### src/hw/rtl/jts_pkg.sv
// jts_pkg: shared types and character constants of the json token scanner
// scanner state codes, token kinds and the queue entry that joins front and back
// no dependencies
package jts_pkg;

  typedef enum logic [5:0] {
    ST_START  = 6'd0,
    ST_T1     = 6'd1,
    ST_T2     = 6'd2,
    ST_T3     = 6'd3,
    ST_TRUE   = 6'd4,
    ST_F1     = 6'd5,
    ST_F2     = 6'd6,
    ST_F3     = 6'd7,
    ST_F4     = 6'd8,
    ST_FALSE  = 6'd9,
    ST_N1     = 6'd10,
    ST_N2     = 6'd11,
    ST_N3     = 6'd12,
    ST_NULL   = 6'd13,
    ST_STR    = 6'd14,
    ST_ESC    = 6'd15,
    ST_MINUS  = 6'd16,
    ST_ZERO   = 6'd17,
    ST_INT    = 6'd18,
    ST_DOT    = 6'd19,
    ST_FRAC   = 6'd20,
    ST_EXP    = 6'd21,
    ST_EXPSGN = 6'd22,
    ST_EXPDIG = 6'd23
  } scan_state_e;

  typedef enum logic [3:0] {
    TK_ERROR  = 4'd0,
    TK_TRUE   = 4'd1,
    TK_FALSE  = 4'd2,
    TK_NULL   = 4'd3,
    TK_LBRACE = 4'd4,
    TK_RBRACE = 4'd5,
    TK_LBRACK = 4'd6,
    TK_RBRACK = 4'd7,
    TK_COMMA  = 4'd8,
    TK_COLON  = 4'd9,
    TK_STRING = 4'd10,
    TK_INT    = 4'd11,
    TK_REAL   = 4'd12,
    TK_END    = 4'd13
  } tok_kind_e;

  // one or two tokens caused by one byte
  typedef struct packed {
    logic      two;
    tok_kind_e first;
    tok_kind_e second;
  } tok_pair_t;

  typedef struct packed {
    logic      valid;
    tok_pair_t pair;
  } tok_push_t;

  typedef struct packed {
    logic empty;
    logic full;
  } q_status_t;

  localparam logic [7:0] CharNul       = 8'h00;
  localparam logic [7:0] CharNewline   = 8'h0a;
  localparam logic [7:0] CharSpace     = 8'h20;
  localparam logic [7:0] CharQuote     = 8'h22;
  localparam logic [7:0] CharPlus      = 8'h2b;
  localparam logic [7:0] CharComma     = 8'h2c;
  localparam logic [7:0] CharMinus     = 8'h2d;
  localparam logic [7:0] CharDot       = 8'h2e;
  localparam logic [7:0] CharZero      = 8'h30;
  localparam logic [7:0] CharOne       = 8'h31;
  localparam logic [7:0] CharNine      = 8'h39;
  localparam logic [7:0] CharColon     = 8'h3a;
  localparam logic [7:0] CharUpE       = 8'h45;
  localparam logic [7:0] CharLBrack    = 8'h5b;
  localparam logic [7:0] CharBackslash = 8'h5c;
  localparam logic [7:0] CharRBrack    = 8'h5d;
  localparam logic [7:0] CharLowA      = 8'h61;
  localparam logic [7:0] CharLowE      = 8'h65;
  localparam logic [7:0] CharLowF      = 8'h66;
  localparam logic [7:0] CharLowL      = 8'h6c;
  localparam logic [7:0] CharLowN      = 8'h6e;
  localparam logic [7:0] CharLowR      = 8'h72;
  localparam logic [7:0] CharLowS      = 8'h73;
  localparam logic [7:0] CharLowT      = 8'h74;
  localparam logic [7:0] CharLowU      = 8'h75;
  localparam logic [7:0] CharLBrace    = 8'h7b;
  localparam logic [7:0] CharRBrace    = 8'h7d;

endpackage

### src/hw/rtl/jts_front.sv
// jts_front: lexer automaton, takes one byte per transaction and classifies it
// pushes the one or two tokens a byte causes into the token queue
// depends on jts_pkg
module jts_front (
  input  logic               clk_i,
  input  logic               rst_ni,
  input  logic               in_valid_i,
  input  logic [7:0]         text_byte_i,
  input  jts_pkg::q_status_t q_status_i,
  output logic               in_stall_o,
  output jts_pkg::tok_push_t push_o
);
  import jts_pkg::*;

  scan_state_e state_q, state_d, nxt, adv_state;
  logic        accept, emit, adv_ok, is_sep, blank, digit, expo, done_ok;
  tok_kind_e   sep_kind, done_kind;
  tok_pair_t   pair;
  logic [7:0]  kw_char;

  assign in_stall_o = q_status_i.full;
  assign accept     = in_valid_i && !q_status_i.full;

  assign blank = (text_byte_i == CharSpace) || (text_byte_i == CharNewline);
  assign digit = text_byte_i inside {[CharZero:CharNine]};
  assign expo  = (text_byte_i == CharLowE) || (text_byte_i == CharUpE);

  always_comb begin
    is_sep   = 1'b1;
    sep_kind = TK_ERROR;
    case (text_byte_i)
      CharLBrace: sep_kind = TK_LBRACE;
      CharRBrace: sep_kind = TK_RBRACE;
      CharLBrack: sep_kind = TK_LBRACK;
      CharRBrack: sep_kind = TK_RBRACK;
      CharComma:  sep_kind = TK_COMMA;
      CharColon:  sep_kind = TK_COLON;
      default:    is_sep   = 1'b0;
    endcase
  end

  always_comb begin
    done_kind = TK_ERROR;
    case (state_q)
      ST_TRUE:             done_kind = TK_TRUE;
      ST_FALSE:            done_kind = TK_FALSE;
      ST_NULL:             done_kind = TK_NULL;
      ST_ZERO, ST_INT:     done_kind = TK_INT;
      ST_FRAC, ST_EXPDIG:  done_kind = TK_REAL;
      default:             done_kind = TK_ERROR;
    endcase
  end
  assign done_ok = (done_kind != TK_ERROR);

  // expected next letter inside a keyword
  always_comb begin
    case (state_q)
      ST_T1:   kw_char = CharLowR;
      ST_T2:   kw_char = CharLowU;
      ST_T3:   kw_char = CharLowE;
      ST_F1:   kw_char = CharLowA;
      ST_F2:   kw_char = CharLowL;
      ST_F3:   kw_char = CharLowS;
      ST_F4:   kw_char = CharLowE;
      ST_N1:   kw_char = CharLowU;
      ST_N2:   kw_char = CharLowL;
      ST_N3:   kw_char = CharLowL;
      default: kw_char = CharNul;
    endcase
  end

  // continuation of keywords and numbers
  always_comb begin
    adv_ok    = 1'b0;
    adv_state = ST_START;
    case (state_q)
      ST_MINUS: begin
        if (text_byte_i == CharZero) begin
          adv_ok    = 1'b1;
          adv_state = ST_ZERO;
        end else if (digit) begin
          adv_ok    = 1'b1;
          adv_state = ST_INT;
        end
      end
      ST_ZERO: begin
        if (text_byte_i == CharDot) begin
          adv_ok    = 1'b1;
          adv_state = ST_DOT;
        end else if (expo) begin
          adv_ok    = 1'b1;
          adv_state = ST_EXP;
        end
      end
      ST_INT: begin
        if (digit) begin
          adv_ok    = 1'b1;
          adv_state = ST_INT;
        end else if (text_byte_i == CharDot) begin
          adv_ok    = 1'b1;
          adv_state = ST_DOT;
        end else if (expo) begin
          adv_ok    = 1'b1;
          adv_state = ST_EXP;
        end
      end
      ST_DOT: begin
        if (digit) begin
          adv_ok    = 1'b1;
          adv_state = ST_FRAC;
        end
      end
      ST_FRAC: begin
        if (digit) begin
          adv_ok    = 1'b1;
          adv_state = ST_FRAC;
        end else if (expo) begin
          adv_ok    = 1'b1;
          adv_state = ST_EXP;
        end
      end
      ST_EXP: begin
        if ((text_byte_i == CharPlus) || (text_byte_i == CharMinus)) begin
          adv_ok    = 1'b1;
          adv_state = ST_EXPSGN;
        end else if (digit) begin
          adv_ok    = 1'b1;
          adv_state = ST_EXPDIG;
        end
      end
      ST_EXPSGN, ST_EXPDIG: begin
        if (digit) begin
          adv_ok    = 1'b1;
          adv_state = ST_EXPDIG;
        end
      end
      default: begin
        if ((state_q < ST_STR) && (kw_char != CharNul) && (kw_char == text_byte_i)) begin
          adv_ok    = 1'b1;
          adv_state = scan_state_e'(state_q + 6'd1);
        end
      end
    endcase
  end

  always_comb begin
    nxt         = ST_START;
    emit        = 1'b0;
    pair.two    = 1'b0;
    pair.first  = TK_ERROR;
    pair.second = TK_END;
    if (text_byte_i == CharNul) begin
      emit = 1'b1;
      if (state_q != ST_START) begin
        pair.two    = 1'b1;
        pair.first  = done_ok ? done_kind : TK_ERROR;
        pair.second = TK_END;
      end else begin
        pair.first = TK_END;
      end
    end else if (state_q == ST_START) begin
      if (is_sep) begin
        emit       = 1'b1;
        pair.first = sep_kind;
      end else if (blank) begin
        nxt = ST_START;
      end else if (text_byte_i == CharLowT) begin
        nxt = ST_T1;
      end else if (text_byte_i == CharLowF) begin
        nxt = ST_F1;
      end else if (text_byte_i == CharLowN) begin
        nxt = ST_N1;
      end else if (text_byte_i == CharQuote) begin
        nxt = ST_STR;
      end else if (text_byte_i == CharMinus) begin
        nxt = ST_MINUS;
      end else if (text_byte_i == CharZero) begin
        nxt = ST_ZERO;
      end else if (text_byte_i inside {[CharOne:CharNine]}) begin
        nxt = ST_INT;
      end else begin
        emit = 1'b1;
      end
    end else if (state_q == ST_STR) begin
      if (text_byte_i == CharBackslash) begin
        nxt = ST_ESC;
      end else if (text_byte_i == CharQuote) begin
        emit       = 1'b1;
        pair.first = TK_STRING;
      end else begin
        nxt = ST_STR;
      end
    end else if (state_q == ST_ESC) begin
      nxt = ST_STR;
    end else if (done_ok && (is_sep || blank)) begin
      emit        = 1'b1;
      pair.first  = done_kind;
      pair.two    = is_sep;
      pair.second = sep_kind;
    end else if (adv_ok) begin
      nxt = adv_state;
    end else begin
      emit = 1'b1;
    end
  end

  assign state_d     = accept ? nxt : state_q;
  assign push_o.valid = accept && emit;
  assign push_o.pair  = pair;

  always_ff @(posedge clk_i or negedge rst_ni) begin
    if (!rst_ni) begin
      state_q <= ST_START;
    end else begin
      state_q <= state_d;
    end
  end

endmodule

### src/hw/rtl/jts_queue.sv
// jts_queue: short token queue between the lexer front and the output back
// register queue of token pairs with read and write pointers
// depends on jts_pkg
module jts_queue #(
  parameter int Depth = 2
) (
  input  logic               clk_i,
  input  logic               rst_ni,
  input  jts_pkg::tok_push_t push_i,
  input  logic               pop_i,
  output jts_pkg::tok_pair_t head_o,
  output jts_pkg::q_status_t status_o
);
  import jts_pkg::*;

  localparam int PtrW = (Depth > 1) ? $clog2(Depth) : 1;
  localparam int CntW = $clog2(Depth + 1);

  tok_pair_t           mem_q [Depth];
  logic [PtrW-1:0]     wr_ptr_q, wr_ptr_d, rd_ptr_q, rd_ptr_d;
  logic [CntW-1:0]     count_q, count_d;

  assign status_o.empty = (count_q == '0);
  assign status_o.full  = (count_q == CntW'(Depth));
  assign head_o         = mem_q[rd_ptr_q];

  always_comb begin
    wr_ptr_d = wr_ptr_q;
    rd_ptr_d = rd_ptr_q;
    count_d  = count_q;
    if (push_i.valid) begin
      wr_ptr_d = (wr_ptr_q == PtrW'(Depth - 1)) ? '0 : wr_ptr_q + PtrW'(1);
    end
    if (pop_i) begin
      rd_ptr_d = (rd_ptr_q == PtrW'(Depth - 1)) ? '0 : rd_ptr_q + PtrW'(1);
    end
    case ({push_i.valid, pop_i})
      2'b10:   count_d = count_q + CntW'(1);
      2'b01:   count_d = count_q - CntW'(1);
      default: count_d = count_q;
    endcase
  end

  always_ff @(posedge clk_i or negedge rst_ni) begin
    if (!rst_ni) begin
      wr_ptr_q <= '0;
      rd_ptr_q <= '0;
      count_q  <= '0;
    end else begin
      wr_ptr_q <= wr_ptr_d;
      rd_ptr_q <= rd_ptr_d;
      count_q  <= count_d;
    end
  end

  always_ff @(posedge clk_i) begin
    if (push_i.valid) begin
      mem_q[wr_ptr_q] <= push_i.pair;
    end
  end

endmodule

### src/hw/rtl/jts_back.sv
// jts_back: output stage, sends queued tokens one transaction per cycle while out_stall_i is low
// splits a token pair into two transactions and marks the last token of each byte
// depends on jts_pkg
module jts_back (
  input  logic               clk_i,
  input  logic               rst_ni,
  input  jts_pkg::tok_pair_t head_i,
  input  jts_pkg::q_status_t q_status_i,
  input  logic               out_stall_i,
  output logic               pop_o,
  output logic               out_valid_o,
  output logic [3:0]         token_kind_o,
  output logic               last_of_run_o
);
  import jts_pkg::*;

  logic      out_valid_q, out_valid_d, half_q, half_d, last_q, last_d, slot_free;
  tok_kind_e kind_q, kind_d;

  assign slot_free = !out_valid_q || !out_stall_i;

  always_comb begin
    pop_o       = 1'b0;
    half_d      = half_q;
    out_valid_d = out_valid_q;
    kind_d      = kind_q;
    last_d      = last_q;
    if (slot_free) begin
      if (!q_status_i.empty) begin
        out_valid_d = 1'b1;
        if (half_q) begin
          kind_d = head_i.second;
          last_d = 1'b1;
          pop_o  = 1'b1;
          half_d = 1'b0;
        end else begin
          kind_d = head_i.first;
          last_d = !head_i.two;
          pop_o  = !head_i.two;
          half_d = head_i.two;
        end
      end else begin
        out_valid_d = 1'b0;
      end
    end
  end

  always_ff @(posedge clk_i or negedge rst_ni) begin
    if (!rst_ni) begin
      out_valid_q <= 1'b0;
      half_q      <= 1'b0;
    end else begin
      out_valid_q <= out_valid_d;
      half_q      <= half_d;
    end
  end

  always_ff @(posedge clk_i) begin
    kind_q <= kind_d;
    last_q <= last_d;
  end

  assign out_valid_o   = out_valid_q;
  assign token_kind_o  = kind_q;
  assign last_of_run_o = last_q;

endmodule

### src/hw/rtl/json_token_scanner.sv
// json_token_scanner: top level of the byte-serial json lexer
// channel   | direction | handshake                | payload
// in        | input     | in_valid_i / in_stall_o  | text_byte_i
// out       | output    | out_valid_o / out_stall_i| token_kind_o, last_of_run_o
// one byte per cycle enters the automaton while in_stall_o is low; its tokens go to a queue of QueueDepth entries
// the output stage sends one token per cycle while out_stall_i is low, so a byte with two tokens uses two transactions
// first token of a byte passes through the queue and then the output register, if no earlier token waits
// in_stall_o is high only while the queue is full
// reset returns the automaton to start and empties queue and output register
// depends on jts_pkg, jts_front, jts_queue, jts_back
module json_token_scanner #(
  parameter int QueueDepth = 2
) (
  input  logic       clk_i,
  input  logic       rst_ni,
  input  logic       in_valid_i,
  output logic       in_stall_o,
  input  logic [7:0] text_byte_i,
  output logic       out_valid_o,
  input  logic       out_stall_i,
  output logic [3:0] token_kind_o,
  output logic       last_of_run_o
);
  import jts_pkg::*;

  tok_push_t push;
  tok_pair_t head;
  q_status_t q_status;
  logic      pop;

  jts_front u_front (
    .clk_i       (clk_i),
    .rst_ni      (rst_ni),
    .in_valid_i  (in_valid_i),
    .text_byte_i (text_byte_i),
    .q_status_i  (q_status),
    .in_stall_o  (in_stall_o),
    .push_o      (push)
  );

  jts_queue #(
    .Depth (QueueDepth)
  ) u_queue (
    .clk_i    (clk_i),
    .rst_ni   (rst_ni),
    .push_i   (push),
    .pop_i    (pop),
    .head_o   (head),
    .status_o (q_status)
  );

  jts_back u_back (
    .clk_i         (clk_i),
    .rst_ni        (rst_ni),
    .head_i        (head),
    .q_status_i    (q_status),
    .out_stall_i   (out_stall_i),
    .pop_o         (pop),
    .out_valid_o   (out_valid_o),
    .token_kind_o  (token_kind_o),
    .last_of_run_o (last_of_run_o)
  );

  // end of input always queues an end token as the last of its run
  assert property (@(posedge clk_i) disable iff (!rst_ni)
    (in_valid_i && !in_stall_o && (text_byte_i == CharNul)) |->
      (push.valid && (push.pair.two ? (push.pair.second == TK_END)
                                    : (push.pair.first == TK_END))))
    else $error("end of input did not queue an end token");

  // the second token of a pair follows right after the first is taken
  assert property (@(posedge clk_i) disable iff (!rst_ni)
    (out_valid_o && !out_stall_i && !last_of_run_o) |=> (out_valid_o && last_of_run_o))
    else $error("second token of a pair did not follow");

  // an end token is never followed by another token of the same byte
  assert property (@(posedge clk_i) disable iff (!rst_ni)
    (out_valid_o && !last_of_run_o) |-> (token_kind_o != TK_END))
    else $error("end token not last of its run");

  // the queue is never popped while empty
  assert property (@(posedge clk_i) disable iff (!rst_ni)
    pop |-> !q_status.empty)
    else $error("token queue popped while empty");

endmodule
### config.mk
export PLATFORM = sky130hd
export DESIGN_NAME = json_token_scanner
export DESIGN_NICKNAME = d
export VERILOG_FILES = /design/src/hw/rtl/jts_pkg.sv /design/src/hw/rtl/jts_front.sv /design/src/hw/rtl/jts_queue.sv /design/src/hw/rtl/jts_back.sv /design/src/hw/rtl/json_token_scanner.sv
export SDC_FILE = /design/constraint.sdc
export NUM_CORES = 1
export LEC_CHECK = 0
export BUFFER_PORTS_ARGS = -buffer_cell sky130_fd_sc_hd__buf_2
export CAP_MARGIN = 30
export CORE_UTILIZATION = 55
export DETAILED_ROUTE_END_ITERATION = 6
export GPL_TIMING_DRIVEN = 1
export MAX_ROUTING_LAYER = met4
export PLACE_DENSITY = 0.73
export SLEW_MARGIN = 20
export SYNTH_ARGS = -nofsm -noshare
export SYNTH_HDL_FRONTEND = slang
export SYNTH_SLANG_ARGS = --single-unit
export TNS_END_PERCENT = 1
### constraint.sdc
create_clock -name clk_i -period 3.8 [get_ports clk_i]
set_clock_uncertainty 0.05 [all_clocks]
set_input_delay 0.38 -clock clk_i [delete_from_list [all_inputs] [get_ports clk_i]]
set_output_delay 0.38 -clock clk_i [all_outputs]
set_load 0.02 [all_outputs]
==> results of run 1 <==
-- sequential cells by signal, summed over array words and instances, names as in the netlist, 2 cells and up --
signal	flops
u_back.token_kind_o	4
u_front.state_q	6
u_queue.count_q	2
u_queue.mem_q	18
-- cells in the mapped netlist, types with 9 or more instances --
cell type,count,share of area
nand2_1,31,0.040
edfxtp_1,23,0.24
nor2_1,21,0.027
o21ai_0,14,0.024
clkbuf_1,13,0.017
dfrtp_1,12,0.10
a21oi_1,11,0.019
nand3_1,11,0.019
nor3_1,11,0.019
inv_1,9,0.012
-- stage by stage --
step	power [mW]	util
after global routing	2.00	0.608
final	1.87	0.608
after detailed placement	1.62	0.590
after floorplan	1.39	-
after CTS	1.87	0.608
after global placement	1.60	0.590
-- what timing repair did --
action | CTS | global route
endpoints found under the hold margin | 12 | 0
endpoints found under the setup margin | 0 | 0
hold buffers | 1 | 0
-- routing by layer --
layer	wire, um	vias up
met5	0	-
met4	306	0
met3	387	25
met2	3310	104
met1	3030	1209
li1	-	1205
-- worst min-delay path: stages --
cell     delay (ns)
buf_2          0.09
nand2_1        0.04
nand2_1        0.06
-- worst max path at each step --
| stage | startpoint | cells after the start | endpoint | slack [ns] |
|---|---|---|---|---|
| floorplan | u_front.state_q[1]$_DFFE_PN0P_ | 12 | u_queue.mem_q[1][0]$_DFFE_PP_ | 0.81 |
| global placement | u_front.state_q[1]$_DFFE_PN0P_ | 9 | u_queue.mem_q[0][7]$_DFFE_PP_ | 0.62 |
| detailed placement | u_front.state_q[1]$_DFFE_PN0P_ | 9 | u_queue.mem_q[0][7]$_DFFE_PP_ | 0.56 |
| CTS | u_front.state_q[1]$_DFFE_PN0P_ | 9 | u_queue.mem_q[0][3]$_DFFE_PP_ | 0.55 |
| global route | u_front.state_q[1]$_DFFE_PN0P_ | 9 | u_queue.mem_q[0][3]$_DFFE_PP_ | 0.26 |
| finish | u_front.state_q[1]$_DFFE_PN0P_ | 9 | u_queue.mem_q[0][4]$_DFFE_PP_ | 0.54 |
-- cell families after synthesis --
kind of cell             count (synthesis)
AND/OR/NAND/NOR                        133
XOR/XNOR                                11
multiplexers                            15
flip-flops                              35
adder cells (fa/ha/maj)                  6
AO/OA/AOI/OAI                           77
buffers and inverters                   36
-- layout make-up --
cell class	count	area (um^2)
fill	451	1990
inverter	9	33.8
multi-input combinational	242	1730
timing repair buffer	27	160
tap	70	87.6
clock inverter	1	5.00
clock buffer	7	76.3
sequential	35	991
-- power by group through the flow --
stage                     Clock (mW)  Combinational, mW  Sequential (mW)
after global placement             0              0.936            0.668
after global routing           0.265               1.05            0.681
after detailed placement           0              0.948            0.672
final                          0.244              0.957            0.664
after floorplan                    0              0.736            0.656
after CTS                      0.250              0.950            0.665
==> impl_metrics.csv, run 1 <==
group,metric,value,unit
run_status,status,"finished, final reports clean",
global_route,grtUsageMet1,0.341,
drt,route.detailed.drc,0,
die,std_cell_rows,26,
timing,drv_slew,0,
drt,first_pass_iters,4,
clock_network,root_buffer,"clkbuf_8",
timing,rsz0062_at_grt,"false",
power_and_ir_drop,power.density,604,nW/um^2
hold_path,hold_depth,3,
worst_setup_path,required,3.66,ns
clock_network,ctsLongestPathBuffers,2,
power_and_ir_drop,swShare,0.415,
timing,finalWorstSetupSlack,0.541,ns
drt,drt_iter0_markers,144,
power_and_ir_drop,power_leakage,1.11,nW
yosys,synth_area,2900,um^2
worst_setup_path,critPathMaxStageDelay,0.57,ns
global_route,use_met2,0.454,
die,io_pins,19,
clock_network,cts_sinks,35,
yosys,ys.flop_type,"edfxtp_1",
job,cap_violations,0,
yosys,synth_compound_area_frac,0.201,
global_route,grt_max_degree,21,
worst_setup_path,reg2reg_depth,9,
clock_network,tritoncts,"yes",
worst_setup_path,reg2reg_from,"u_front.state_q[1]$_DFFE_PN0P_",
hold_path,hp-start,"out_stall_i",
timing,whs,0.276,ns
global_route,grt_use_met3,0.0393,
die,initial_core_util,0.571,
hold_path,hold_end,"u_back.out_valid_o$_DFFE_PN0P_",
worst_setup_path,r2r_end,"u_queue.mem_q[0][4]$_DFFE_PP_",
worst_setup_path,cp_num_buf_inv,1,
timing,finalCritPeriodShare,0.858,
cells_and_area,syn_to_final_growth,6.61,%
global_route,grt_pass1_wl,11200,um
die,die_y,74.6,um
power_and_ir_drop,internal-power,1.09,mW
timing,fin_crit,3.26,ns
worst_setup_path,crit_family,"simple AND/OR/NAND/NOR gates",
worst_setup_path,cp-end-kind,"flip-flop",
worst_setup_path,crit_fanout,11,
power_and_ir_drop,comb_power_share,0.513,
timing,finalSetupTns,0,ns
drt,dr_total_vias,2543,
drt,wirelength,7040,um
yosys,synth_top_family_by_area,"simple AND/OR/NAND/NOR gates",
worst_setup_path,crit_slowest_cell,"nor2_1",
placement,dp_cells,382,
cells_and_area,drive_gt1_frac,0.174,
worst_setup_path,critPathKind,"reg -> reg",
drt,drtAntennaViolNets,0,
drt,wire_per_inst,18.0,um
die,core_region_area,5070,um^2
placement,dpl_cell_area,3000,um^2
power_and_ir_drop,clkPwrFrac,0.131,
yosys,ys_warn_count,0,
global_route,grt_pass1_vias,2272,
placement,gp_congestion,0.937,
timing,tightest_slew,0.736,ns
yosys,ys_seq_elements,35,
clock_network,htree_levels,2,
yosys,muxShareOfSynthArea,0.0704,
timing,max_freq,307,MHz
yosys,yosysSeqAreaShare,0.342,
yosys,syn_avg_cell_area,9.25,um^2
yosys,synth_cell_types,73,
cells_and_area,fin_nets,338,
clock_network,clk_latency,0.28,ns
global_route,grt_util_all_layers,0.279,
global_route,busiest_layer,"met2",
cells_and_area,diodes,0,
power_and_ir_drop,p_sw,0.775,mW
clock_network,path_clk_slew,0.06,ns
cells_and_area,fin_cells,391,
timing,hold_viol_final,0,
cells_and_area,final_common_cell,"nand2_1",
placement,hpwl,5370,um
timing,setup_viol,0,
die,dieWidth,74.6,um
global_route,antenna_found_initial,0,
cells_and_area,finalInstanceArea,3090,um^2
cells_and_area,final_cell_mix,"31 x nand2_1, 23 x edfxtp_1, 21 x nor2_1",
timing,slew-limit-headroom,0.509,
worst_setup_path,r2r_slack,0.54,ns
die,die_area,5560,um^2
power_and_ir_drop,seqPwrFrac,0.356,
placement,dp_slack,0.558,ns
yosys,synth_simple_gate_area_frac,0.268,
clock_network,numCtsBuffers,5,
worst_setup_path,arrival,3.12,ns
placement,io_buffers,18,
worst_setup_path,critical_path.cell_chain,"inv_1, ha_1, nor4bb_1, a21o_1, o21bai_1, nand3_1, a41oi_2, a31oi_4, nor2_1",
yosys,postSynthCellCount,313,
global_route,overflow,0,
yosys,synth_edf_count,23,
hold_path,hp-class,"in -> reg",
clock_network,post_cts_buffers,0,
yosys,synth-xor-area-share,0.0333,
yosys,async_flop_share,0.343,
clock_network,cts_resized,0,
drt,vias_per_cell,6.50,
power_and_ir_drop,ir_drop,304,uV
worst_setup_path,startpoint_type,"flip-flop",
yosys,syn_nets,331,
yosys,synthAdderAreaFrac,0.0259,
Note: power is estimated with default switching activity, not from simulation.
==> inputs of run 2 (changes only) <==
- ABC_AREA: default -> 1
- PLACE_DENSITY: 0.73 -> 0.74
==> run 2 against run 1 <==
Critical path type unchanged; sequential share of layout area grew 1.3 points; via count grew 5.1%; first-iteration DRC count grew 31%; highest routed layer unchanged; sequential cell count is the same.
==> impl_metrics.csv, run 2 <==
group,metric,value,unit
hold_path,hold_depth,3,
worst_setup_path,reg2reg_depth,11,
worst_setup_path,r2r_end,"u_queue.mem_q[1][6]$_DFFE_PP_",
power_and_ir_drop,power.density,579,nW/um^2
timing,setup_viol,0,
cells_and_area,top_register,"u_queue.mem_q",
yosys,synth_cell_types,36,
power_and_ir_drop,ir_drop,336,uV
worst_setup_path,arrival,3.04,ns
drt,drt_iter0_markers,189,
worst_setup_path,reg2reg_from,"u_front.state_q[4]$_DFFE_PN0P_",
yosys,syn_nets,415,
clock_network,clk_latency,0.27,ns
cells_and_area,drive_gt1_frac,0.133,
yosys,synth.top_cells.by_area,"edfxtp_1 25%, nand2_1 13%, dfrtp_1 11%, nor2_1 8.9%, inv_1 7.2%",
cells_and_area,fin_nets,438,
timing,tightest_slew,0.655,ns
worst_setup_path,critPathKind,"reg -> reg",
yosys,ys_warn_count,0,
yosys,yosysTopAreaCell,"edfxtp_1",
drt,dr_total_vias,2673,
yosys,ys_seq_elements,35,
yosys,yosysMostFrequentCell,"nand2_1",
clock_network,post_cts_buffers,0,
cells_and_area,diodes,0,
yosys,yosysSeqAreaShare,0.363,
timing,drv_slew,0,
yosys,synth_edf_count,23,
worst_setup_path,crit_fanout,13,
placement,gp_congestion,1.06,
clock_network,htree_levels,2,
worst_setup_path,cp-end-kind,"flip-flop",
yosys,synth_area,2730,um^2
hold_path,hold_end,"u_back.out_valid_o$_DFFE_PN0P_",
cells_and_area,largest_reg_flops,18,
placement,hpwl,5470,um
worst_setup_path,startpoint_type,"flip-flop",
die,die_area,5240,um^2
yosys,ys.flop_type,"edfxtp_1",
placement,io_buffers,18,
global_route,grt_max_degree,14,
drt,wirelength,6770,um
worst_setup_path,r2r_slack,0.62,ns
clock_network,numCtsBuffers,5,
clock_network,cts_sinks,35,
clock_network,ctsLongestPathBuffers,2,
job,cap_violations,0,
drt,vias_per_cell,5.48,
clock_network,root_buffer,"clkbuf_8",
run_status,status,"finished, final reports clean",
timing,slew-limit-headroom,0.562,
power_and_ir_drop,power_leakage,1.41,nW
cells_and_area,final_common_cell,"nand2_1",
global_route,antenna_found_initial,0,
global_route,overflow,0,
global_route,grt_util_all_layers,0.284,
global_route,grt_pass1_wl,11100,um
timing,rsz0062_at_grt,"false",
timing,finalCritPeriodShare,0.838,
die,core_region_area,4750,um^2
drt,drtAntennaViolNets,0,
power_and_ir_drop,totalPowerFinal,1.72,mW
timing,max_freq,314,MHz
timing,fin_crit,3.18,ns
global_route,grt_pass1_vias,2390,
yosys,syn_avg_cell_area,6.87,um^2
cells_and_area,final_cell_mix,"97 x nand2_1, 65 x nor2_1, 52 x inv_1",
die,dieWidth,72.4,um
yosys,async_flop_share,0.343,
yosys,synth_top_cell_area_share,0.253,
hold_path,hp-class,"in -> reg",
hold_path,hp-start,"out_stall_i",
die,io_pins,19,
die,initial_core_util,0.574,
die,std_cell_rows,25,
timing,finalSetupTns,0,ns
clock_network,tritoncts,"yes",
cells_and_area,syn_to_final_growth,8.85,%
timing,hold_viol_final,0,
die,die_y,72.4,um
yosys,synthTopCellsByCount,"97 x nand2_1, 65 x nor2_1, 52 x inv_1, 37 x nand3_1, 23 x edfxtp_1",
yosys,postSynthCellCount,397,
worst_setup_path,required,3.65,ns
drt,first_pass_iters,5,
drt,wire_per_inst,13.9,um
clock_network,path_clk_slew,0.07,ns
drt,route.detailed.drc,0,
## run 2: how the worst max path moves through the flow
stage                                   start                       endpoint  slack [ns]
6_report       u_front.state_q[4]$_DFFE_PN0P_  u_queue.mem_q[1][6]$_DFFE_PP_        0.62
3_3_place_gp   u_front.state_q[4]$_DFFE_PN0P_  u_queue.mem_q[1][7]$_DFFE_PP_        0.68
5_1_grt        u_front.state_q[4]$_DFFE_PN0P_  u_queue.mem_q[1][7]$_DFFE_PP_        0.29
4_1_cts        u_front.state_q[4]$_DFFE_PN0P_  u_queue.mem_q[1][6]$_DFFE_PP_        0.67
3_5_place_dp   u_front.state_q[4]$_DFFE_PN0P_  u_queue.mem_q[1][7]$_DFFE_PP_        0.69
2_1_floorplan  u_front.state_q[0]$_DFFE_PN0P_  u_queue.mem_q[1][0]$_DFFE_PP_        1.24
## run 2: cells by family (layout without fill, tap and decap cells)
family,after synthesis,count (layout),share of synthesized area
xor gates and xnor gates,4,4,0.0128
AOI/OAI and AO/OA,54,54,0.114
DFF,35,35,0.363
and+or+nand+nor,237,237,0.392
adders and majority gates,6,6,0.0275
buffers and inverters,61,85,0.0899
## run 2: metrics by stage
stage                      util  hold WS [ns]  setup WS, ns  cell area [um^2]  cells
after global routing      0.624         0.273         0.285              2970    488
after floorplan               -        0.0344          1.24              2730    397
after detailed placement  0.605         0.221         0.693              2880    479
after CTS                 0.624         0.264         0.669              2970    488
after global placement    0.605         0.219         0.679              2880    479
final                     0.624         0.273         0.615              2970    488
## run 2: what timing repair did
item,in CTS,in global routing
endpoints found under the hold margin,12,0
resized for setup,0,0
hold buffers,1,0
## run 2: layout make-up
type | count | area (um^2)
inverters | 57 | 214
well taps | 67 | 83.8
fillers | 471 | 1790
clock buffers | 7 | 76.3
clock inverters | 1 | 5.00
multi-input cells | 301 | 1490
repair buffers | 20 | 108
flip-flops and latches | 35 | 991
## run 2: critical path, stage by stage, from the launching register on
cell and delay, ns:
dfrtp_1 0.43, nor2_2 0.42, inv_1 0.17, nor2_1 0.25, inv_1 0.09, nor2_1 0.18
inv_1 0.09, a21oi_1 0.18, nand3_1 0.21, nand3_2 0.15, nand2_2 0.07, nor2_1 0.51
## run 2: power breakdown
group	switching (mW)	internal (mW)	total [mW]	leakage, nW
clock	0.118	0.128	0.246	0.0422
combinational	0.559	0.276	0.834	1.02
sequential	0.0926	0.545	0.638	0.346
total	0.769	0.949	1.72	1.41
## run 2: per-layer routing
layer	global-route usage	share of wire
met1	0.340	0.42
met5	-	0
met2	0.486	0.50
met3	0.0264	0.046
met4	0.124	0.035
